`src/design/sps_pkg.sv`:
```
// shared types, constants and helpers for the sps dimension parser
package sps_pkg;

    localparam int MaxCodeBitsDefault = 32;
    localparam int QueueDepth = 2;

    localparam logic [1:0] STATUS_OK        = 2'd0;
    localparam logic [1:0] STATUS_TRUNCATED = 2'd1;
    localparam logic [1:0] STATUS_RANGE     = 2'd2;

    localparam logic [5:0] ST_PROFILE    = 6'd0;
    localparam logic [5:0] ST_CONSTR     = 6'd1;
    localparam logic [5:0] ST_LEVEL      = 6'd2;
    localparam logic [5:0] ST_SPS_ID     = 6'd3;
    localparam logic [5:0] ST_CHROMA     = 6'd4;
    localparam logic [5:0] ST_RESID      = 6'd5;
    localparam logic [5:0] ST_DEPTH_L    = 6'd6;
    localparam logic [5:0] ST_DEPTH_C    = 6'd7;
    localparam logic [5:0] ST_BYPASS     = 6'd8;
    localparam logic [5:0] ST_MATRIX     = 6'd9;
    localparam logic [5:0] ST_LIST_FLAG  = 6'd10;
    localparam logic [5:0] ST_DELTA      = 6'd11;
    localparam logic [5:0] ST_FRAME_NUM  = 6'd12;
    localparam logic [5:0] ST_POC_TYPE   = 6'd13;
    localparam logic [5:0] ST_POC_LSB    = 6'd14;
    localparam logic [5:0] ST_POC_ZERO   = 6'd15;
    localparam logic [5:0] ST_OFF_NONREF = 6'd16;
    localparam logic [5:0] ST_OFF_TB     = 6'd17;
    localparam logic [5:0] ST_CYCLE      = 6'd18;
    localparam logic [5:0] ST_OFF_REF    = 6'd19;
    localparam logic [5:0] ST_NUM_REF    = 6'd20;
    localparam logic [5:0] ST_GAPS       = 6'd21;
    localparam logic [5:0] ST_WIDTH      = 6'd22;
    localparam logic [5:0] ST_HEIGHT     = 6'd23;
    localparam logic [5:0] ST_FRAME_ONLY = 6'd24;
    localparam logic [5:0] ST_MBAFF      = 6'd25;
    localparam logic [5:0] ST_DIRECT     = 6'd26;
    localparam logic [5:0] ST_CROP_FLAG  = 6'd27;
    localparam logic [5:0] ST_CROP0      = 6'd28;
    localparam logic [5:0] ST_CROP1      = 6'd29;
    localparam logic [5:0] ST_CROP2      = 6'd30;
    localparam logic [5:0] ST_CROP3      = 6'd31;

    localparam logic [15:0] SAT16 = 16'hFFFF;

    typedef struct packed {
        logic [7:0] byte_value;
        logic       last_byte;
    } byte_req_t;

    typedef struct packed {
        logic [15:0] pic_width;
        logic [15:0] pic_height;
        logic [7:0]  profile;
        logic [7:0]  level;
        logic [1:0]  status;
    } result_t;

    // fixed field width per step, zero for exp-golomb
    function automatic logic [3:0] field_bits(input logic [5:0] step);
        logic [3:0] n;
        begin
            case (step)
                ST_PROFILE, ST_CONSTR, ST_LEVEL: n = 4'd8;
                ST_RESID, ST_BYPASS, ST_MATRIX, ST_LIST_FLAG, ST_POC_ZERO,
                ST_GAPS, ST_FRAME_ONLY, ST_MBAFF, ST_DIRECT, ST_CROP_FLAG: n = 4'd1;
                default: n = 4'd0;
            endcase
            return n;
        end
    endfunction

endpackage

```
`src/design/sps_front.sv`:
```
// front end: byte intake and request queue
module sps_front
(
    input  logic                  clk,
    input  logic                  rst_n,
    input  logic                  push,
    output logic                  full,
    input  sps_pkg::byte_req_t    push_req,
    output logic                  req_valid,
    output sps_pkg::byte_req_t    req,
    input  logic                  req_take
);
    import sps_pkg::*;

    byte_req_t  mem_reg [QueueDepth];
    logic [0:0] wr_ptr_reg, rd_ptr_reg;
    logic [1:0] count_reg;
    logic       do_push, do_pop;

    assign full      = (count_reg == 2'(QueueDepth));
    assign req_valid = (count_reg != 2'd0);
    assign req       = mem_reg[rd_ptr_reg];
    assign do_push   = push && !full;
    assign do_pop    = req_take && req_valid;

    always_ff @(posedge clk)
    begin
        if (do_push)
        begin
            mem_reg[wr_ptr_reg] <= push_req;
        end
    end

    always_ff @(posedge clk or negedge rst_n)
    begin
        if (!rst_n)
        begin
            wr_ptr_reg <= '0;
            rd_ptr_reg <= '0;
            count_reg  <= '0;
        end
        else
        begin
            if (do_push)
            begin
                wr_ptr_reg <= wr_ptr_reg + 1'b1;
            end
            if (do_pop)
            begin
                rd_ptr_reg <= rd_ptr_reg + 1'b1;
            end
            count_reg <= count_reg + 2'(do_push) - 2'(do_pop);
        end
    end
endmodule

```
`src/design/sps_back.sv`:
```
// back end: bit-serial sps syntax walker
module sps_back
#(
    parameter int MAX_CODE_BITS = sps_pkg::MaxCodeBitsDefault
)
(
    input  logic                clk,
    input  logic                rst_n,
    input  logic                req_valid,
    input  sps_pkg::byte_req_t  req,
    output logic                req_take,
    output logic                res_valid,
    output sps_pkg::result_t    res,
    input  logic                res_take
);
    import sps_pkg::*;

    logic [5:0]  step_reg, step_next;
    logic        phase_reg, phase_next;
    logic [5:0]  zeros_reg, zeros_next;
    logic [5:0]  left_reg, left_next;
    logic [31:0] acc_reg, acc_next;
    logic [7:0]  prof_reg, prof_next, lvl_reg, lvl_next;
    logic [7:0]  loop_reg, loop_next;
    logic [3:0]  list_reg, list_next;
    logic [6:0]  coef_reg, coef_next;
    logic [7:0]  lscale_reg, lscale_next;
    logic [15:0] wmb_reg, wmb_next, hmu_reg, hmu_next;
    logic        fonly_reg, fonly_next;
    logic [15:0] crop_reg [4];
    logic [15:0] crop_next [4];
    logic        done_reg, done_next;
    logic [2:0]  bit_reg, bit_next;
    logic        busy_reg, busy_next;
    logic        fin_reg, fin_next;
    logic        res_valid_reg, res_valid_next;
    result_t     res_reg, res_next;

    // request held while its bits are walked
    logic [7:0]  in_byte_reg;
    logic        in_last_reg;

    // final dimension stage registers
    logic signed [22:0] w_reg, w_next, h_reg, h_next;
    logic               bad_reg, bad_next;

    logic        b;
    logic [3:0]  n;
    logic [31:0] v;
    logic        fd;
    logic        emit_now;
    result_t     emit_val;
    logic [7:0]  delta, nscale;
    logic [32:0] vp1;

    assign req_take  = req_valid && !busy_reg && !fin_reg && !res_valid_reg;
    assign res_valid = res_valid_reg;
    assign res       = res_reg;
    assign b         = in_byte_reg[3'd7 - bit_reg];
    assign n         = field_bits(step_reg);

    function automatic logic [15:0] sat(input logic [32:0] x);
        begin
            return (x > 33'(SAT16)) ? SAT16 : x[15:0];
        end
    endfunction

    always_comb
    begin
        step_next = step_reg; phase_next = phase_reg; zeros_next = zeros_reg;
        left_next = left_reg; acc_next = acc_reg; prof_next = prof_reg;
        lvl_next = lvl_reg; loop_next = loop_reg; list_next = list_reg;
        coef_next = coef_reg; lscale_next = lscale_reg; wmb_next = wmb_reg;
        hmu_next = hmu_reg; fonly_next = fonly_reg; crop_next = crop_reg;
        done_next = done_reg; bit_next = bit_reg; busy_next = busy_reg;
        fin_next = 1'b0; res_valid_next = res_valid_reg; res_next = res_reg;
        w_next = w_reg; h_next = h_reg; bad_next = bad_reg;
        fd = 1'b0; v = '0; emit_now = 1'b0;
        emit_val = '{16'd0, 16'd0, prof_reg, lvl_reg, STATUS_RANGE};
        delta = '0; nscale = '0; vp1 = '0;

        if (res_valid_reg && res_take)
        begin
            res_valid_next = 1'b0;
        end

        if (fin_reg)
        begin
            res_valid_next = 1'b1;
            res_next = '{16'd0, 16'd0, prof_reg, lvl_reg, STATUS_RANGE};
            if (!(bad_reg || w_reg < 0 || h_reg < 0 || w_reg > 23'sd65535
                  || h_reg > 23'sd65535))
            begin
                res_next = '{w_reg[15:0], h_reg[15:0], prof_reg, lvl_reg, STATUS_OK};
            end
            done_next = 1'b1;
            busy_next = 1'b1;
        end
        else if (req_take)
        begin
            busy_next = 1'b1;
            bit_next  = 3'd0;
        end
        else if (busy_reg)
        begin
            if (!done_reg)
            begin
                if (phase_reg == 1'b0)
                begin
                    if (n != 4'd0)
                    begin
                        phase_next = 1'b1;
                        acc_next   = 32'(b);
                        left_next  = 6'(n) - 6'd1;
                        if (n == 4'd1)
                        begin
                            fd = 1'b1;
                            v  = 32'(b);
                            phase_next = 1'b0;
                            acc_next = '0;
                        end
                    end
                    else if (!b)
                    begin
                        zeros_next = zeros_reg + 6'd1;
                        if (32'(zeros_next) >= 32'(MAX_CODE_BITS))
                        begin
                            emit_now = 1'b1;
                        end
                    end
                    else if (zeros_reg == 6'd0)
                    begin
                        fd = 1'b1;
                    end
                    else
                    begin
                        phase_next = 1'b1;
                        left_next  = zeros_reg;
                        acc_next   = '0;
                    end
                end
                else
                begin
                    acc_next  = {acc_reg[30:0], b};
                    left_next = left_reg - 6'd1;
                    if (left_next == 6'd0)
                    begin
                        fd = 1'b1;
                        v  = acc_next;
                        if (n == 4'd0)
                        begin
                            v = ((32'd1 << zeros_reg[4:0]) - 32'd1) + acc_next;
                        end
                        phase_next = 1'b0;
                        zeros_next = '0;
                        acc_next   = '0;
                    end
                end

                if (fd)
                begin
                    vp1 = 33'(v) + 33'd1;
                    case (step_reg)
                        ST_PROFILE: begin prof_next = v[7:0]; step_next = ST_CONSTR; end
                        ST_CONSTR: step_next = ST_LEVEL;
                        ST_LEVEL: begin lvl_next = v[7:0]; step_next = ST_SPS_ID; end
                        ST_SPS_ID:
                            step_next = (prof_reg inside {8'd100, 8'd110, 8'd122, 8'd144})
                                        ? ST_CHROMA : ST_FRAME_NUM;
                        ST_CHROMA:
                        begin
                            loop_next = (v == 32'd3) ? 8'd12 : 8'd8;
                            step_next = (v == 32'd3) ? ST_RESID : ST_DEPTH_L;
                        end
                        ST_RESID: step_next = ST_DEPTH_L;
                        ST_DEPTH_L: step_next = ST_DEPTH_C;
                        ST_DEPTH_C: step_next = ST_BYPASS;
                        ST_BYPASS: step_next = ST_MATRIX;
                        ST_MATRIX:
                        begin
                            list_next = '0;
                            step_next = v[0] ? ST_LIST_FLAG : ST_FRAME_NUM;
                        end
                        ST_LIST_FLAG:
                        begin
                            if (v[0])
                            begin
                                coef_next = '0;
                                lscale_next = 8'd8;
                                step_next = ST_DELTA;
                            end
                            else
                            begin
                                list_next = list_reg + 4'd1;
                                step_next = (8'(list_next) >= loop_reg)
                                            ? ST_FRAME_NUM : ST_LIST_FLAG;
                            end
                        end
                        ST_DELTA:
                        begin
                            delta = v[0] ? (v[8:1] + 8'd1) : (8'd0 - v[8:1]);
                            nscale = lscale_reg + delta;
                            if (nscale != 8'd0)
                            begin
                                lscale_next = nscale;
                            end
                            coef_next = coef_reg + 7'd1;
                            if (nscale == 8'd0
                                || coef_next >= ((list_reg < 4'd6) ? 7'd16 : 7'd64))
                            begin
                                list_next = list_reg + 4'd1;
                                step_next = (8'(list_next) >= loop_reg)
                                            ? ST_FRAME_NUM : ST_LIST_FLAG;
                            end
                        end
                        ST_FRAME_NUM: step_next = ST_POC_TYPE;
                        ST_POC_TYPE:
                            step_next = (v == 32'd0) ? ST_POC_LSB
                                      : (v == 32'd1) ? ST_POC_ZERO : ST_NUM_REF;
                        ST_POC_LSB: step_next = ST_NUM_REF;
                        ST_POC_ZERO: step_next = ST_OFF_NONREF;
                        ST_OFF_NONREF: step_next = ST_OFF_TB;
                        ST_OFF_TB: step_next = ST_CYCLE;
                        ST_CYCLE:
                        begin
                            if (v > 32'd255)
                            begin
                                emit_now = 1'b1;
                            end
                            else
                            begin
                                loop_next = v[7:0];
                                step_next = (v == 32'd0) ? ST_NUM_REF : ST_OFF_REF;
                            end
                        end
                        ST_OFF_REF:
                        begin
                            loop_next = loop_reg - 8'd1;
                            if (loop_next == 8'd0)
                            begin
                                step_next = ST_NUM_REF;
                            end
                        end
                        ST_NUM_REF: step_next = ST_GAPS;
                        ST_GAPS: step_next = ST_WIDTH;
                        ST_WIDTH: begin wmb_next = sat(vp1); step_next = ST_HEIGHT; end
                        ST_HEIGHT: begin hmu_next = sat(vp1); step_next = ST_FRAME_ONLY; end
                        ST_FRAME_ONLY:
                        begin
                            fonly_next = v[0];
                            step_next = v[0] ? ST_DIRECT : ST_MBAFF;
                        end
                        ST_MBAFF: step_next = ST_DIRECT;
                        ST_DIRECT: step_next = ST_CROP_FLAG;
                        ST_CROP_FLAG:
                        begin
                            if (!v[0])
                            begin
                                fin_next = 1'b1;
                            end
                            else
                            begin
                                step_next = ST_CROP0;
                            end
                        end
                        ST_CROP0, ST_CROP1, ST_CROP2, ST_CROP3:
                        begin
                            crop_next[step_reg[1:0]] = sat({1'b0, v});
                            if (step_reg == ST_CROP3)
                            begin
                                fin_next = 1'b1;
                            end
                            else
                            begin
                                step_next = step_reg + 6'd1;
                            end
                        end
                        default: emit_now = 1'b1;
                    endcase
                end

                if (emit_now)
                begin
                    res_valid_next = 1'b1;
                    res_next  = emit_val;
                    done_next = 1'b1;
                    fin_next  = 1'b0;
                end
                if (fin_next)
                begin
                    // pre-compute cropped size, result formed next cycle
                    bad_next = (wmb_next == SAT16) || (hmu_next == SAT16)
                               || (crop_next[0] == SAT16) || (crop_next[1] == SAT16)
                               || (crop_next[2] == SAT16) || (crop_next[3] == SAT16);
                    w_next = $signed({3'd0, wmb_next, 4'd0})
                             - $signed({5'd0, 17'({1'b0, crop_next[0]}
                                                  + {1'b0, crop_next[1]}), 1'b0});
                    h_next = $signed(fonly_next ? {3'd0, hmu_next, 4'd0}
                                                : {2'd0, hmu_next, 5'd0})
                             - $signed({5'd0, 17'({1'b0, crop_next[2]}
                                                  + {1'b0, crop_next[3]}), 1'b0});
                    busy_next = 1'b0;
                end
            end

            if (!fin_next)
            begin
                bit_next = bit_reg + 3'd1;
                if (bit_reg == 3'd7 || done_next)
                begin
                    busy_next = 1'b0;
                    bit_next  = 3'd0;
                end
            end
        end

        // end of set: truncation result and restart
        if (!busy_next && !fin_next && busy_reg && !fin_reg && in_last_reg)
        begin
            if (!done_next && !res_valid_next)
            begin
                res_valid_next = 1'b1;
                res_next = '{16'd0, 16'd0, prof_next, lvl_next, STATUS_TRUNCATED};
            end
            step_next = ST_PROFILE; phase_next = 1'b0; zeros_next = '0;
            left_next = '0; acc_next = '0; prof_next = '0; lvl_next = '0;
            loop_next = '0; list_next = '0; coef_next = '0; lscale_next = 8'd8;
            wmb_next = '0; hmu_next = '0; fonly_next = 1'b1;
            crop_next = '{16'd0, 16'd0, 16'd0, 16'd0}; done_next = 1'b0;
        end
        else if (fin_reg && in_last_reg)
        begin
            step_next = ST_PROFILE; prof_next = '0; lvl_next = '0;
            loop_next = '0; list_next = '0; wmb_next = '0; hmu_next = '0;
            fonly_next = 1'b1; crop_next = '{16'd0, 16'd0, 16'd0, 16'd0};
            done_next = 1'b0; busy_next = 1'b0; phase_next = 1'b0;
            zeros_next = '0; acc_next = '0; left_next = '0; lscale_next = 8'd8;
            coef_next = '0;
        end
        else if (fin_reg)
        begin
            busy_next = 1'b0;
        end
    end

    always_ff @(posedge clk)
    begin
        res_reg <= res_next;
        w_reg   <= w_next;
        h_reg   <= h_next;
        bad_reg <= bad_next;
    end

    always_ff @(posedge clk or negedge rst_n)
    begin
        if (!rst_n)
        begin
            in_byte_reg <= '0;
            in_last_reg <= 1'b0;
        end
        else if (req_take)
        begin
            in_byte_reg <= req.byte_value;
            in_last_reg <= req.last_byte;
        end
    end

    always_ff @(posedge clk or negedge rst_n)
    begin
        if (!rst_n)
        begin
            step_reg <= ST_PROFILE; phase_reg <= 1'b0; zeros_reg <= '0;
            left_reg <= '0; acc_reg <= '0; prof_reg <= '0; lvl_reg <= '0;
            loop_reg <= '0; list_reg <= '0; coef_reg <= '0; lscale_reg <= 8'd8;
            wmb_reg <= '0; hmu_reg <= '0; fonly_reg <= 1'b1;
            crop_reg <= '{16'd0, 16'd0, 16'd0, 16'd0};
            done_reg <= 1'b0; bit_reg <= '0; busy_reg <= 1'b0; fin_reg <= 1'b0;
            res_valid_reg <= 1'b0;
        end
        else
        begin
            step_reg <= step_next; phase_reg <= phase_next; zeros_reg <= zeros_next;
            left_reg <= left_next; acc_reg <= acc_next; prof_reg <= prof_next;
            lvl_reg <= lvl_next; loop_reg <= loop_next; list_reg <= list_next;
            coef_reg <= coef_next; lscale_reg <= lscale_next; wmb_reg <= wmb_next;
            hmu_reg <= hmu_next; fonly_reg <= fonly_next; crop_reg <= crop_next;
            done_reg <= done_next; bit_reg <= bit_next; busy_reg <= busy_next;
            fin_reg <= fin_next; res_valid_reg <= res_valid_next;
        end
    end
endmodule

```
`src/design/h264_sps_dimension_parser.sv`:
```
// top level of the sps dimension parser
//   channel  | handshake    | fields
//   bytes in | push / full  | byte_value, last_byte
//   result   | empty / pop  | pic_width, pic_height, profile, level, status
// each byte is loaded, then its bits are walked in order; at parse end
// the final dimension stage forms the result
// reset clears the queue and restarts the walk at the profile byte
// a waiting result stalls the walker; the two-entry queue absorbs input
module h264_sps_dimension_parser
#(
    parameter int MAX_CODE_BITS = sps_pkg::MaxCodeBitsDefault
)
(
    input  logic        clk,
    input  logic        rst_n,
    input  logic        push,
    output logic        full,
    input  logic [7:0]  byte_value,
    input  logic        last_byte,
    output logic        empty,
    input  logic        pop,
    output logic [15:0] pic_width,
    output logic [15:0] pic_height,
    output logic [7:0]  profile,
    output logic [7:0]  level,
    output logic [1:0]  status
);
    import sps_pkg::*;

    byte_req_t push_req, req;
    logic      req_valid, req_take, res_valid;
    result_t   res;

    assign push_req = '{byte_value, last_byte};

    sps_front u_front
    (
        .clk(clk), .rst_n(rst_n), .push(push), .full(full), .push_req(push_req),
        .req_valid(req_valid), .req(req), .req_take(req_take)
    );

    sps_back #(.MAX_CODE_BITS(MAX_CODE_BITS)) u_back
    (
        .clk(clk), .rst_n(rst_n), .req_valid(req_valid), .req(req),
        .req_take(req_take), .res_valid(res_valid), .res(res), .res_take(pop)
    );

    assign empty      = !res_valid;
    assign pic_width  = res.pic_width;
    assign pic_height = res.pic_height;
    assign profile    = res.profile;
    assign level      = res.level;
    assign status     = res.status;
endmodule

```
`config.mk`:
```
export PLATFORM = sky130hd
export DESIGN_NAME = h264_sps_dimension_parser
export DESIGN_NICKNAME = d
export VERILOG_FILES = /design/src/design/sps_pkg.sv /design/src/design/sps_front.sv /design/src/design/sps_back.sv /design/src/design/h264_sps_dimension_parser.sv
export SDC_FILE = /design/constraint.sdc
export NUM_CORES = 1
export LEC_CHECK = 0
export BUFFER_PORTS_ARGS = -buffer_cell sky130_fd_sc_hd__buf_2
export CORE_MARGIN = 2
export CORE_UTILIZATION = 35
export DETAILED_ROUTE_END_ITERATION = 16
export GPL_TIMING_DRIVEN = 0
export SYNTH_ARGS = -nofsm -noshare
export SYNTH_HDL_FRONTEND = slang
export SYNTH_SLANG_ARGS = --single-unit
```
`constraint.sdc`:
```
create_clock -name clk -period 13.85 [get_ports clk]
set_input_delay 2.77 -clock clk [delete_from_list [all_inputs] [get_ports clk]]
set_output_delay 2.77 -clock clk [all_outputs]
set_load 0.01 [all_outputs]
```
== Word level (Yosys, flattened, before mapping) ==
Memory sizes are Yosys's and may differ from the RTL's. A register that Yosys moved wholly into a read port is not among the register bits.
Index checks and enable logic that the tools add are counted.
W data, S select, Z words.

* Flip-flop bits (word level): 296
* RAM bits: 18
* Memory bits (read-only): 64
* Input bits: 13
* Memories: 2

{| class="wikitable"
|+ Memory list
! memory !! words !! bits a word !! rd ports !! clocked after Yosys merged registers in !! wr ports !! RTL line !! text
|-
| (name not given) || 32 || 2 || 1 || 0 || 0 || sps_pkg.sv:63 || <nowiki>case (step)</nowiki>
|-
| u_front.mem_reg || 2 || 9 || 1 || 1 || 1 || sps_front.sv:15 || <nowiki>byte_req_t mem_reg [QueueDepth];</nowiki>
|}

* Add/subtract/negate cells: 23
* $lt $le $gt $ge: 14
* Eq/ne operators: 62
* Shifts and indexed selects: 1
* Muxes and demuxes: 268
* Bitwise operators: 4
* Reductions and logical operators: 64

{| class="wikitable"
|+ Operator list
! cell !! count
|-
| $mux W64 || 12
|-
| $mux W16 || 27
|-
| $mux W50 || 8
|-
| $mux W31 || 11
|-
| $mux W8 || 34
|-
| $mux W32 || 8
|-
| $mux W6 || 34
|-
| $pmux W6 S29 || 1
|-
| $eq A16 B16 Y1 const B || 6
|-
| $eq A6 B5 Y1 const B || 16
|-
| $mux W1 || 92
|-
| $bwmux W64 || 1
|-
| $mux W7 || 9
|-
| $eq A6 B4 Y1 const B || 8
|-
| $mux W4 || 11
|-
| $add A16 B16 Y17 || 2
|-
| $add A32 B1 Y33 const B || 1
|-
| $gt A33 B16 Y1 const B || 1
|-
| $add A32 B32 Y32 || 1
|-
| $demux W16 S2 || 1
|-
| $eq A32 B1 Y1 const B || 1
|-
| $eq A32 B2 Y1 const B || 1
|-
| $gt A32 B16 Y1 const B || 1
|-
| $gt A32 B8 Y1 const B || 1
|-
| other kinds (79) || 148
|}

== Logic depth before layout (Yosys ltp) ==
Gate-level depths: netlist of run 1.

* Word-level depth: 39
* Gate-level depth with buffers: 47

== Hierarchy ==
Synthesis of run 1 repeated with hierarchy kept, for this count alone.

* Cells, all modules: 2830
* Area total of the unflattened synthesis: 23334.9 um^2

{| class="wikitable"
|+ By module, submodules not included
! module !! instances !! cells each !! area each (um^2)
|-
| sps_back || 1 || 2783 || 22479.1
|-
| sps_front || 1 || 46 || 852.1
|-
| h264_sps_dimension_parser || 1 || 1 || 3.8
|}

== Least setup slack after synthesis of run 1 ==
No wires, ideal clock.

* Path type: register to register
* Start point: reg u_back.zeros_reg[1]
* End point: reg u_back.h_reg[19] (data pin)
* Setup time: 270 ps
* Arrival time: 8646 ps
* Path slack: 4934 ps
* Stages on the path, launching flop included: 47
* Path buffers: 2
* Period minus slack after synthesis: 8916 ps
* Path through: dfrtp_1 inv_1 ha_1 nor2b_1 nand2_1 ha_1 inv_1 ha_1 inv_1 fa_1 nand2b_1 a21o_1 a2111oi_2 o31a_1 o2111ai_1 and3_1 nor4_1 a31oi_1 [11 not listed] o21bai_1 a21oi_1 o21bai_1 a21oi_1 o21bai_1 a21oi_1 o21bai_1 a21oi_1 xor2_1 ha_1 o21ai_0 a21oi_1 o21ai_0 a21boi_0 or2_2 or3_1 a21oi_1 a211oi_1

* Longest elaborated chain between the ends: 21

{| class="wikitable"
|+ Ends and longest elaborated chain
! what !! RTL line !! text
|-
| start, declared || sps_back.sv:20 || <nowiki>logic [5:0] zeros_reg, zeros_next;</nowiki>
|-
| start signal, assigned || sps_back.sv:382 || <nowiki>step_reg <= step_next; phase_reg <= phase_next; zeros_reg <= zeros_next;</nowiki>
|-
| $shl A1 B5 Y32 || sps_back.sv:152 || <nowiki>v = ((32'd1 << zeros_reg[4:0]) - 32'd1) + acc_next;</nowiki>
|-
| $sub A32 B1 Y32 || sps_back.sv:152 ||
|-
| $add A32 B32 Y32 || sps_back.sv:152 ||
|-
| $mux W32 || sps_back.sv:150 || <nowiki>if (n == 4'd0)</nowiki>
|-
| $mux W32 || sps_back.sv:146 || <nowiki>if (left_next == 6'd0)</nowiki>
|-
| $mux W32 || sps_back.sv:108 || <nowiki>if (phase_reg == 1'b0)</nowiki>
|-
| $mux W32 || sps_back.sv:106 || <nowiki>if (!done_reg)</nowiki>
|-
| $mux W32 || sps_back.sv:104 || <nowiki>else if (busy_reg)</nowiki>
|-
| [5 not listed] || -- ||
|-
| $mux W16 or $mux W64 (tied branches) || sps_back.sv:163 || <nowiki>case (step_reg)</nowiki>
|-
| $mux W16 or $mux W64 (tied branches) || sps_back.sv:160 || <nowiki>if (fd)</nowiki>
|-
| $mux W16 or $mux W64 (tied branches) || sps_back.sv:106 ||
|-
| $mux W16 or $mux W64 (tied branches) || sps_back.sv:104 ||
|-
| $mux W16 or $mux W64 (tied branches) || sps_back.sv:99 || <nowiki>else if (req_take)</nowiki>
|-
| $mux W16 or $mux W64 (tied branches) || sps_back.sv:87 || <nowiki>if (fin_reg)</nowiki>
|-
| $mux W21 or $add A16 B16 Y17 (tied branches) || sps_back.sv:298, sps_back.sv:301 ||
|-
| $sub A23 B19 Y23 * || sps_back.sv:300 || <nowiki>- $signed({5'd0, 17'({1'b0, crop_next[2]}</nowiki>
|-
| end signal, assigned || sps_back.sv:350 || <nowiki>h_reg <= h_next;</nowiki>
|-
| end, declared || sps_back.sv:44 || <nowiki>logic signed [22:0] w_reg, w_next, h_reg, h_next;</nowiki>
|}

Mark *: on every way between the ends. The rest lies on a longest branch, timed or not. The select of a mux whose other input is x is not followed.
A chain may end at the register's enable or synchronous reset.

== Worst setup path after layout of run 1 ==
* Start point: reg u_back.zeros_reg[0]
* End point: reg u_back.h_reg[19] (data pin)

Same word-level chain as after synthesis.

==> out/metrics.csv, run 1 <==
stage,metric,value,unit
run_status,status,"complete, but fails checks",
run_status,failing checks,"capacitance limit, slew limit",
global_route,first-pass GRT wire length,126,mm
global_route,number of global-route vias before repair,21500,
route,Pre-antenna DRT Iters,6,
clock_tree,post-CTS setup buffers,0,
die,I/O pin count,65,
cells_and_area,n_diodes,0,
sta,fmax,85.6,MHz
yosys,Post-synth EDFFs,61,
clock_tree,Post-CTS Hold Buffers,0,
power,Leak,11.1,nW
yosys,ys flop type,dfrtp_1,
global_route,Congestion Overflow GR,0,
route,vias per inst,5.80,
route,Post-Route WL,81.4,mm
die,row count,95,
global_route,Tot GR Track Use,22.7,%
route,Iter 0 DRT Violations,2749,
clock_tree,clk_lat worst skew,0.58,ns
yosys,"FF+latch count, synth",321,
clock_tree,htree depth,2,
die,die span in x,265,µm
cells_and_area,area of the multi-input gates,0.0143,mm²
cells_and_area,fin area,0.0266,mm²
die,die area,0.0701,mm²
power,Pint,0.00276,W
yosys,Mean Syn Cell Area,8.05,µm²
power,Peak VDD IR,117,µV
sta,Fin. Hold Viols,0,
power,Reg power frac,21.7,%
worst_hold_path,Hold Crit Class,reg2reg,
critical_path,"slowest stage delay, CP",0.92,ns
yosys,Post-synth ARST share,65.4,%
sta,Final Setup Violations,0,
placed_design,dpl ws,2.28,ns
critical_path,Crit. End Element,flip-flop,
clock_tree,clk buf depth,3,
die,initial core utilization,35.4,%
route,Final ANT Viol Nets,0,
die,Die Ht,265,µm
yosys,Syn Nets,3135,
sta,Slew @ Worst Pin,1.55,ns
die,CORE AREA,0.0673,mm²
yosys,"Seq/Total Area, Yosys",34.0,%
cells_and_area,number of nets in the layout,3246,
critical_path,CP required,14.15,ns
sta,Min Hold Slack,0.452,ns
clock_tree,post-CTS resize count,0,
route,DR WL/cell,20.5,µm
placed_design,DP Wirelength,61.6,mm
route,Vias,23000,
job,Max-Cap Viols,1,
yosys,Synth Warn #,0,
sta,period utilisation layout,84.3,%
power,power per cell area,204,mW/mm²
route,DRC errors left,0,
power,combinational power share,59.0,%
sta,Pins Over Slew Limit,7,
cells_and_area,Area growth syn-to-layout,11.8,%
global_route,initial antenna violation count,1,
placed_design,routability cong.,0.967,
critical_path,Critical Path Most Common Cell,a21oi_1,
yosys,post-synthesis cell type count,113,
sta,Period minus WS final,11.68,ns
yosys,cell count after synthesis,2955,
cells_and_area,layout cells sized above 1,7.50,%
sta,clock skew after layout,0.0172,ns
critical_path,Critical Setup Path Class,reg2reg,
cells_and_area,Register Area,0.00809,mm²
placed_design,placed cell area,0.0253,mm²
placed_design,PortBufs,64,
cells_and_area,FILL cells,6962,
power,Switch Pwr,0.00267,W
sta,post-route setup slack,2.17,ns
clock_tree,CTS Root Buffer Type,clkbuf_16,
power,Clock power frac,19.3,%
cells_and_area,most frequent cells in the layout,"376 x nor2_1, 329 x nand2_1, 267 x a21oi_1",
cells_and_area,max reg flops,64,
yosys,"Cell Area, Synth",0.0238,mm²
critical_path,WP data arrival,11.98,ns
clock_tree,CTS sink cnt,321,
sta,setup_tns,0,ns
global_route,pin count of the biggest net entering global routing,101,
cells_and_area,"most common cell after layout, fill and taps aside",nor2_1,
critical_path,startpoint types,flip-flop,
critical_path,largest fanout on the critical path,10,
clock_tree,CTS tree,built,
sta,RSZ-0062 raised after global routing,false,
clock_tree,TritonCTS buffer count,40,
sta,relative slew slack,-4.53,%
critical_path,critical path's slowest cell,nor4_1,
power,Net Sw Frac,49.2,%
clock_tree,"CTS clk-pin slew, worst paths",0.05,ns
[final timing paths]
| kind | start | endpoint | slack [ns] | cells past startpoint |
|---|---|---|---|---|
| setup / recovery | u_back.zeros_reg[0] | u_back.h_reg[19] | 2.17 | 46 |
| hold / removal | u_back.res[0] | u_back.res[0] | 0.45 | 1 |
| setup reg to reg | u_back.zeros_reg[0] | u_back.h_reg[19] | 2.17 | 46 |
| hold reg to reg | u_back.res[0] | u_back.res[0] | 0.45 | 1 |
| max in group asynchronous | rst_n | u_back.step_reg[3] | 10.51 | 3 |
| min in group asynchronous | rst_n | u_back.hmu_reg[10] | 2.11 | 1 |
[final cells by class]
class                      count  area share, %
tap                          873           4.11
clock buffer                  57           4.31
buffer                       183           2.92
timing repair buffer          69           1.58
multi-input combinational   2274           53.6
sequential                   321           30.4
clock inverter                14          0.574
inverter                     177           2.50
[critical path: cells and delay by family, from the launching register on]
kind / cells / cell delay (ns)
adders and majority gates: 7 / 2.23
and+or+nand+nor: 10 / 3.18
AOI/OAI and AO/OA: 23 / 4.11
xor gates and xnor gates: 1 / 0.27
DFF: 1 / 0.45
buffers and inverters: 5 / 1.14
[layer usage]
metal	part of all wire [%]	global-route usage (%)	vias to the layer above	routed length, µm
met1	45	32.4	11000	36500
met5	0	0	-	0
met3	7.9	3.44	169	6450
li1	-	-	10800	-
met4	3.4	7.63	0	2740
met2	44	35.1	983	35700
[cell families (layout without fill, tap and decap cells)]
logic type                 count (synthesis)  count (layout)  share of synthesized area [%]
and+or+nand+nor                         1132            1132                           22.0
AOI/OAI and AO/OA                        813             813                           22.6
buffers and inverters                    360             500                           6.06
DFF                                      321             321                           34.0
adders and majority gates                167             167                           8.91
xor gates and xnor gates                 110             110                           4.05
muxes                                     52              52                           2.31
[per-stage QoR]
step | util (%) | total power [W] | instances
finish | 39.5 | 0.00543 | 3968
global route | 39.5 | 0.00575 | 3968
floorplan | - | 0.00337 | 2955
detailed placement | 37.6 | 0.00431 | 3897
CTS | 39.5 | 0.00539 | 3968
global placement | 37.5 | 0.00431 | 3892
[cells in the mapped netlist, types with 61 or more instances]
library cell | number | share of area [%]
nor2_1 | 376 | 5.9
nand2_1 | 329 | 5.2
a21oi_1 | 267 | 5.6
dfrtp_1 | 208 | 22
inv_1 | 175 | 2.8
ha_1 | 163 | 8.6
clkbuf_1 | 141 | 2.2
o21ai_0 | 118 | 2.5
nand3_1 | 97 | 2.0
a31oi_1 | 83 | 2.2
nor3_1 | 80 | 1.7
xnor2_1 | 76 | 2.8
edfxtp_1 | 61 | 7.7
[power groups by stage]
stage | logic [W] | clock network [W] | registers, W
2_1_floorplan | 0.00218 | 0 | 0.00119
3_3_place_gp | 0.00312 | 0 | 0.00119
3_5_place_dp | 0.00312 | 0 | 0.00120
4_1_cts | 0.00314 | 0.00107 | 0.00118
5_1_grt | 0.00345 | 0.00110 | 0.00119
6_report | 0.00321 | 0.00105 | 0.00118
Power figures use the tool's default switching activity.
==> inputs of run 2 (changes only) <==
Clock period 13.85 ns to 12.2 ns, I/O delays scaled along.
==> out/metrics.csv, run 2 (synthesized netlist as in run 1, its figures left out) <==
stage,metric,value,unit,change
sta,Slew @ Worst Pin,1.52,ns,was 1.55 ns
worst_hold_path,Hold Crit Class,reg2reg,,unchanged
cells_and_area,most frequent cells in the layout,"376 x nor2_1, 329 x nand2_1, 267 x a21oi_1",,unchanged
cells_and_area,max reg flops,64,,unchanged
critical_path,largest fanout on the critical path,12,,was 10
die,die span in x,265,µm,unchanged
clock_tree,clk_lat worst skew,0.58,ns,about the same
cells_and_area,"most common cell after layout, fill and taps aside",nor2_1,,unchanged
critical_path,Critical Setup Path Class,reg2reg,,unchanged
power,Peak VDD IR,134,µV,was 117 µV
critical_path,Crit. End Element,flip-flop,,unchanged
route,Pre-antenna DRT Iters,5,,was 6
cells_and_area,Area growth syn-to-layout,11.9,%,was 11.8%
cells_and_area,FILL cells,6961,,"was 6,962"
sta,relative slew slack,-2.10,%,was -4.53%
global_route,met1 usage,32.4,%,unchanged
power,power per cell area,232,mW/mm²,was 204 mW/mm²
placed_design,placed insts,3897,,unchanged
clock_tree,htree depth,2,,unchanged
sta,period utilisation layout,95.2,%,was 84.3%
power,Clock power frac,19.3,%,about the same
run_status,status,"complete, but fails checks",,unchanged
route,DR WL/cell,20.5,µm,about the same
global_route,pin count of the biggest net entering global routing,101,,unchanged
clock_tree,CTS Root Buffer Type,clkbuf_16,,unchanged
placed_design,placed cell area,0.0253,mm²,unchanged
critical_path,CP required,12.50,ns,was 14.15 ns
cells_and_area,post-route insts no fill,3968,,unchanged
die,initial core utilization,35.4,%,unchanged
cells_and_area,Final Util,39.6,%,was 39.5%
route,Final ANT Viol Nets,0,,unchanged
global_route,initial antenna violation count,1,,unchanged
cells_and_area,fin area,0.0266,mm²,about the same
critical_path,Critical Path Most Common Cell,a21oi_1,,unchanged
critical_path,"slowest stage delay, CP",1.19,ns,was 0.92 ns
clock_tree,clk buf depth,3,,unchanged
power,Pint,0.00314,W,was 0.00276 W
critical_path,startpoint types,flip-flop,,unchanged
sta,Fin. Hold Viols,0,,unchanged
clock_tree,TritonCTS buffer count,40,,unchanged
global_route,number of global-route vias before repair,21500,,unchanged
sta,Final Setup Violations,0,,unchanged
placed_design,dpl ws,0.630,ns,was 2.28 ns
sta,Period minus WS final,11.62,ns,was 11.68 ns
die,CORE AREA,0.0673,mm²,unchanged
sta,clock skew after layout,0.0227,ns,was 0.0172 ns
cells_and_area,area of the multi-input gates,0.0143,mm²,about the same
power,Net Sw Frac,49.2,%,about the same
critical_path,critical path's slowest cell,o21ai_0,,was nor4_1
die,row count,95,,unchanged
power,Leak,11.1,nW,about the same
clock_tree,CTS tree,built,,unchanged
global_route,Tot GR Track Use,22.7,%,unchanged
sta,RSZ-0062 raised after global routing,false,,unchanged
clock_tree,CTS sink cnt,321,,unchanged
clock_tree,"CTS clk-pin slew, worst paths",0.05,ns,about the same
sta,fmax,86.1,MHz,was 85.6 MHz
power,combinational power share,59.0,%,about the same
global_route,layer with the highest usage,met2,,unchanged
power,Switch Pwr,0.00304,W,was 0.00267 W
route,Iter 0 DRT Violations,2507,,"was 2,749"
die,I/O pin count,65,,unchanged
die,die area,0.0701,mm²,unchanged
placed_design,DP Wirelength,61.6,mm,unchanged
route,Vias,23000,,about the same
run_status,failing checks,"capacitance limit, slew limit",,unchanged
cells_and_area,n_diodes,0,,unchanged
cells_and_area,layout cells sized above 1,7.53,%,was 7.50%
sta,post-route setup slack,0.581,ns,was 2.17 ns
global_route,Congestion Overflow GR,0,,unchanged
route,DRC errors left,0,,unchanged
job,Max-Cap Viols,2,,was 1
route,Post-Route WL,81.4,mm,about the same
sta,setup_tns,0,ns,unchanged
clock_tree,Post-CTS Hold Buffers,0,,unchanged
cells_and_area,number of nets in the layout,3246,,unchanged
global_route,met2 usage,35.1,%,unchanged
route,vias per inst,5.79,,was 5.80
global_route,GR met3 Demand/Resource,3.44,%,unchanged
power,Reg power frac,21.7,%,about the same
sta,Pins Over Slew Limit,7,,unchanged
cells_and_area,Register Area,0.00809,mm²,unchanged
critical_path,WP data arrival,11.92,ns,was 11.98 ns
global_route,first-pass GRT wire length,126,mm,unchanged
placed_design,PortBufs,64,,unchanged
placed_design,routability cong.,0.967,,unchanged
die,Die Ht,265,µm,unchanged
## run 2: cell counts in the layout (fill, tap and decap cells not counted)
Identical to the previous run, type by type.
## run 2: per-layer routing
layer  wire (µm)  vias up
met5           0        -
met4        2610        0
met3        6470      161
met2       35800      971
met1       36500    11000
li1            -    10800
## run 2: worst paths after layout
path | from | endpoint | slack (ns) | cells past startpoint
min | u_back.res[0] | u_back.res[0] | 0.45 | 1
min in group asynchronous | rst_n | u_back.hmu_reg[10] | 1.77 | 1
min reg2reg | u_back.res[0] | u_back.res[0] | 0.45 | 1
max | u_back.step_reg[0] | u_back.h_reg[19] | 0.58 | 41
max reg2reg | u_back.step_reg[0] | u_back.h_reg[19] | 0.58 | 41
max in group asynchronous | rst_n | u_back.step_reg[3] | 9.24 | 3
## run 2: critical path, delay by kind of cell (launching register included)
kind                     cells  cell delay, ns
AND/OR/NAND/NOR              9            2.14
AO/OA/AOI/OAI               17            4.32
buffers and inverters       10            2.89
adder cells (fa/ha/maj)      4            1.11
multiplexers                 1            0.37
flip-flops                   1            0.47
## run 2: repair_timing
| item | 4_1_cts | 5_1_grt |
|---|---|---|
| endpoints found under the setup margin | 0 | 1 |
| resized for setup | 0 | 1 |
| buffers inserted | 0 | 0 |
## run 2: final cells by class
type	count	area share, %
inverters	177	2.50
clock buffers	57	4.31
multi-input cells	2274	53.6
clock inverters	14	0.574
plain buffers	183	2.92
flip-flops and latches	321	30.4
well taps	873	4.10
repair buffers	69	1.57
## run 2: power by group through the flow
stage                     sequential (W)  clock (W)  combinational, W
after global routing             0.00135    0.00125           0.00392
after floorplan                  0.00135          0           0.00247
after detailed placement         0.00136          0           0.00354
after CTS                        0.00134    0.00121           0.00356
after global placement           0.00136          0           0.00354
final                            0.00134    0.00119           0.00365
## run 2: per-stage QoR
step | total power, W | hold slack [ns]
floorplan | 0.00383 | 0.445
global placement | 0.00490 | 0.431
detailed placement | 0.00490 | 0.439
CTS | 0.00611 | 0.453
global route | 0.00653 | 0.478
finish | 0.00618 | 0.452
